## src/hdl/rfq_pkg.sv

```systemverilog
// ----------------------------------------------------------------------------
// Request queue package
// Entry layout, cell control, field widths, and mode, policy and register codes.
// ----------------------------------------------------------------------------
package rfq_pkg;

  localparam int unsigned DefaultDepth = 16;

  localparam int unsigned IdW     = 32;
  localparam int unsigned SecW    = 32;
  localparam int unsigned NsecW   = 30;
  localparam int unsigned ImageW  = 32;
  localparam int unsigned OpW     = 4;
  localparam int unsigned OccW    = 5;
  localparam int unsigned CapW    = 5;
  localparam int unsigned CfgIdxW = 1;
  localparam int unsigned CfgW    = 5;

  localparam logic [CfgIdxW-1:0] CFG_POLICY   = 1'b0;
  localparam logic [CfgIdxW-1:0] CFG_CAPACITY = 1'b1;

  localparam logic MODE_ENQ = 1'b0;
  localparam logic MODE_DEQ = 1'b1;

  localparam logic POLICY_FIFO = 1'b0;
  localparam logic POLICY_SJN  = 1'b1;

  localparam logic [CapW-1:0] CapacityReset = CapW'(16);

  typedef struct packed {
    logic [IdW-1:0]    id;
    logic [SecW-1:0]   sec;
    logic [NsecW-1:0]  nsec;
    logic [ImageW-1:0] image;
    logic [OpW-1:0]    op;
    logic              ow;
  } entry_t;

  typedef struct packed {
    logic enq;
    logic deq;
    logic sjn;
  } ctrl_t;

endpackage

```

## src/hdl/rfq_cell.sv

```systemverilog
// ----------------------------------------------------------------------------
// Request queue cell
// One queue slot: holds, shifts toward the head, shifts toward the tail or
// takes the new request.
// ----------------------------------------------------------------------------
module rfq_cell (
  input  logic           clk_i,
  input  logic           rst_ni,
  input  rfq_pkg::ctrl_t ctrl_i,
  input  rfq_pkg::entry_t new_i,
  input  rfq_pkg::entry_t left_i,
  input  logic           left_valid_i,
  input  logic           left_stop_i,
  input  rfq_pkg::entry_t right_i,
  input  logic           right_valid_i,
  input  logic           sfx_i,
  output rfq_pkg::entry_t entry_o,
  output logic           valid_o,
  output logic           stop_o
);
  import rfq_pkg::*;

  entry_t entry_q, entry_d;
  logic   valid_q, valid_d;
  logic   not_longer;

  assign not_longer = {entry_q.sec, entry_q.nsec} <= {new_i.sec, new_i.nsec};
  assign stop_o     = valid_q && (!ctrl_i.sjn || not_longer);

  always_comb begin
    entry_d = entry_q;
    valid_d = valid_q;
    if (ctrl_i.deq) begin
      entry_d = right_i;
      valid_d = right_valid_i;
    end else if (ctrl_i.enq && !sfx_i) begin
      if (left_stop_i) begin
        entry_d = new_i;
        valid_d = 1'b1;
      end else begin
        entry_d = left_i;
        valid_d = left_valid_i;
      end
    end
  end

  always_ff @(posedge clk_i or negedge rst_ni) begin
    if (!rst_ni) begin
      valid_q <= 1'b0;
    end else begin
      valid_q <= valid_d;
    end
  end

  always_ff @(posedge clk_i) begin
    entry_q <= entry_d;
  end

  assign entry_o = entry_q;
  assign valid_o = valid_q;

endmodule

```

## config.mk

```make
export PLATFORM = sky130hd
export DESIGN_NAME = rfq_cell
export DESIGN_NICKNAME = d
export VERILOG_FILES = /design/src/hdl/rfq_pkg.sv /design/src/hdl/rfq_cell.sv
export SDC_FILE = /design/constraint.sdc
export NUM_CORES = 1
export LEC_CHECK = 0
export BUFFER_PORTS_ARGS = -buffer_cell sky130_fd_sc_hd__buf_2
export CORE_AREA = 2 2 208 210
export CTS_BUF_LIST = sky130_fd_sc_hd__clkbuf_8
export CTS_CLUSTER_SIZE = 28
export DETAILED_ROUTE_END_ITERATION = 6
export DIE_AREA = 0 0 210 212
export PLACE_DENSITY = 0.54
export SLEW_MARGIN = 20
export SYNTH_ARGS = -nofsm -noshare
export SYNTH_HDL_FRONTEND = slang
export SYNTH_SLANG_ARGS = --single-unit
```

## constraint.sdc

```tcl
create_clock -name clk_i -period 1.95 [get_ports clk_i]
set_clock_uncertainty 0.15 [all_clocks]
set_input_delay 0.195 -clock clk_i [delete_from_list [all_inputs] [get_ports clk_i]]
set_output_delay 0.195 -clock clk_i [all_outputs]
set_load 0.01 [all_outputs]
```

After elaboration in Yosys (flattened, before gate mapping). Cells that the tools add are included.

Bitwise logic cells: 0. Reductions and logical operators: 6. Multipliers: 0. $lt $le $gt $ge: 1. Div/mod/pow operators: 0. Muxes and demuxes: 6. Add/subtract/negate cells: 0. Shift-type cells: 0. Equality and inequality tests: 0.

Operators with widths (count): 2-to-1 mux 131 bit (3); <= comparator 62 bit (1); 2-to-1 mux 1 bit (3); logical AND 1 bit (2); zero test 1 bit (2); nonzero test 2 bit (1); logical OR 1 bit (1).

Memory bits (read-only): 0. Output and inout bits: 133. Memories kept: 0. Memory bits (writable): 0. Flip-flop bits (word level): 132. Bits in latches: 0.

Logic depth before layout (Yosys ltp).
Depth in word-level cells: 4. Mapped depth: 7. Depth with buffers taken out: 7.

Worst setup path after synthesis. Ideal clock, no wire load.

Path kind: input to register. Start: input port sfx_i. End: register valid_q (netlist: valid_o). Buffers on the path: 0. Data arrival time: 3.426 ns. Cell stages on the path: 3. Path slack: -1.760 ns. Cell sequence: inv_1 > a21o_1 > mux2_2.

Cells in the longest elaborated chain, start to end: 3.

RTL lines: start, declared (RTL line rfq_cell.sv:16) `input logic sfx_i,`; zero test 1 bit (RTL line rfq_cell.sv:36) `end else if (ctrl_i.enq && !sfx_i) begin`; logical AND 1 bit (RTL line rfq_cell.sv:36); nonzero test 2 bit (no source line); end signal, assigned (RTL line rfq_cell.sv:51) `valid_q <= valid_d;`; end, declared (RTL line rfq_cell.sv:24) `logic valid_q, valid_d;`.

No other way between the ends. A chain may end at the register's enable or synchronous reset.

Worst setup path in the final report.
Start: register entry_q, in the netlist entry_o[98]. End: output port stop_o.

Cells in the longest elaborated chain, start to end: 3.

RTL lines: start, declared (RTL line rfq_cell.sv:23) `entry_t entry_q, entry_d;`; start signal, assigned (RTL line rfq_cell.sv:56) `entry_q <= entry_d;`; <= comparator 62 bit (RTL line rfq_cell.sv:27) `assign not_longer = {entry_q.sec, entry_q.nsec} <= {new_i.sec, new_i.nsec};`; logical OR 1 bit (RTL line rfq_cell.sv:28) `assign stop_o = valid_q && (!ctrl_i.sjn || not_longer);`; logical AND 1 bit (RTL line rfq_cell.sv:28); end, declared (RTL line rfq_cell.sv:19) `output logic stop_o`.

No other way between the ends.

==> run metrics <==
max-cap viol count=0; first-pass GRT wire length=53200 um; Async SR Flop Fraction=0.758%; Crit path required time=1.60 ns; kind of critical path=reg2out; family with the most delay on the worst path=compound AO/OA/AOI/OAI gates; post-layout util=36.9%; Seq pwr share=40.0%; post-synthesis register bit count=132; total internal power=6380 uW; core area=42500 sq um; worst-skew pair later-pin latency=0.47 ns; row cnt=76; layout cells sized above 1=41.8%; max-slew violations=0; WP data arrival=2.65 ns; Rel. slew slack=72.1%; Overflow after GRT=0; critical path cell sequence=ha_4 > nand4_4 > buf_4 > nor3_1 > a2bb2oi_2 > o211ai_1 > o41ai_2 > buf_4 > buf_6; RSZ-0062 raised after global routing=true; Synth Cell Area=8250 sq um; CP endpoint kind=primary output; Clk pin slew, worst setup/hold paths=0.10 ns; pwr/cell area=591 nW/um^2; worst-margin pin slew=0.419 ns; Buf/Inv on CP=3; Top Ports=535; Mapped Nets=1264; DR vias=9585; Net Switching=2890 uW; Cells after Synth=800; sequential share of the synthesized area=48.0%; iteration-0 DRC count of the detailed router=358; CTS buffer count=17; CTS tree=done; Num Clock Sinks=132; Hold Vio Cnt, Final=0; initial antenna violation count=6; final-layout fill cell count=4277; commonest non-fill, non-tap cell in the layout=buf_2; Root Driver=clkbuf_8; HPWL after DPL=27900 um; Die Height=212 um; Post-synth EDFFs=131; CTS H-Tree Depth=4; mean post-synth cell area=10.3 sq um; largest net degree at the start of global routing=101; routability congestion estimate from global placement=0.942; Sw Share=31.2%; critical path startpoint category=flip-flop; failing checks=setup timing; Tcrit/Tclk final=154%; Avg WL per Cell=16.2 um; synthesis-to-layout area growth=89.9%; Synth Flop Type=edfxtp_1; PortBufs=534; fmax=333 MHz; post-synth cell types=35; Synthesis Warnings=0; most used cell, CP=buf_4; number of setup violations in the final report=1; worst hold margin=0.0398 ns; clock power share=26.4%; hold crit path type=in2reg; Starting Density=19.4%; Static Leak=0.00761 uW; slowest CP cell=edfxtp_1; Max stage delay on crit path=0.45 ns; clock buffer depth=2; GRT Total Usage=15.8%; Total Die Area=44500 sq um; Die Span X=210 um; Max rail drop VDD=388 uV; post-layout minimum cycle time=3.00 ns; vias in the first global route=9986; most frequent cells in the layout=buf_2, dlygate4sd3_1, nand2_1, o21ai_0; worst-path fanout max=3; drt pass-1 iters=5; Combinational Power Share=33.6%; final worst slack=-1.05 ns; status=finished, violations left; drt drc=0; Antenna Nets Post-Route=0; drt total wl=36300 um; vias per inst=4.28; Nets=2137
==> metrics by stage <==
| step | setup TNS (ns) | instance area (sq um) | worst slack, ns | total power [uW] | std cells |
|---|---|---|---|---|---|
| global route | -1.23 | 15700 | -1.23 | 9800 | 2237 |
| floorplan | -0.188 | 8280 | -0.188 | 4750 | 800 |
| finish | -1.05 | 15700 | -1.05 | 9260 | 2238 |
| global placement | -1.12 | 12200 | -1.12 | 6110 | 1923 |
| detailed placement | -1.10 | 12200 | -1.10 | 6150 | 1923 |
| CTS | -1.21 | 15400 | -1.21 | 9300 | 2227 |
==> routing by layer <==
layer | part of all wire [%] | wire, um | GRT usage, %
met1 | 40 | 14600 | 17.4
met2 | 51 | 18600 | 28.7
met3 | 6.0 | 2190 | 4.31
met4 | 2.6 | 937 | 6.04
met5 | 0 | 0 | 0
==> cell usage after synthesis (3+ instances only) <==
cell type | count | share of area (%)
a221oi_1 | 3 | 0.32
ha_1 | 62 | 9.4
a21o_1 | 5 | 0.45
nor4_1 | 3 | 0.23
nand4_1 | 15 | 1.1
a21oi_1 | 25 | 1.5
nand2_1 | 145 | 6.6
buf_2 | 15 | 0.91
o21ai_0 | 139 | 8.4
mux2i_1 | 131 | 16
nand3_1 | 7 | 0.42
nor2_1 | 3 | 0.14
clkbuf_1 | 28 | 1.3
inv_1 | 66 | 3.0
edfxtp_1 | 131 | 48
==> path summary, 6_finish.rpt <==
kind / startpoint / endpoint / slack [ns] / cells past startpoint
min in group asynchronous: rst_ni / valid_o / 0.42 / 3
setup / recovery: entry_o[98] / stop_o / -1.05 / 9
hold / removal: new_i[22] / entry_o[22] / 0.04 / 3
hold reg to reg: valid_o / valid_o / 0.59 / 2
max in group asynchronous: rst_ni / valid_o / 1.12 / 3
setup reg to reg: valid_o / valid_o / 0.84 / 2
==> layout make-up <==
type	instances	area (sq um)	share of cell area (%)
repair buffers	898	6190	39.5
clock buffers	17	234	1.49
multi-input cells	558	4190	26.7
well taps	546	683	4.36
inverters	66	248	1.58
diodes	6	15.0	0.0958
clock inverters	15	156	0.998
flip-flops and latches	132	3960	25.3
==> state kept, by name, summed over array words and instances, names as in the netlist <==
register and flops:
valid_o 1, entry_o 131
==> logic make-up after synthesis <==
logic type | synth area share, %
multiplexers | 16.0
adder cells (fa/ha/maj) | 9.40
flip-flops | 48.0
buffers and inverters | 5.23
AND/OR/NAND/NOR | 9.46
AO/OA/AOI/OAI | 11.9
==> worst reg2reg max path: cells and delay by family (launching register included) <==
| family | cells | cell delay, ns |
|---|---|---|
| flip-flops | 1 | 0.43 |
| multiplexers | 1 | 0.25 |
| buffers and inverters | 1 | 0.17 |
==> power groups by stage <==
stage	clock (uW)	combinational, uW	sequential, uW
after global placement	0	2380	3730
final	2450	3110	3700
after CTS	2590	3020	3690
after global routing	2650	3400	3740
after floorplan	0	843	3900
after detailed placement	0	2400	3740
==> repair_timing <==
| item | 4_1_cts | 5_1_grt |
|---|---|---|
| setup endpoints to repair | 1 | 1 |
| setup buffers | 10 | 6 |
| hold buffers | 262 | 0 |
| pin swaps | 11 | 14 |
| gates resized for setup | 16 | 23 |
| hold endpoints to repair | 138 | 0 |
Power figures use the tool's default switching activity.
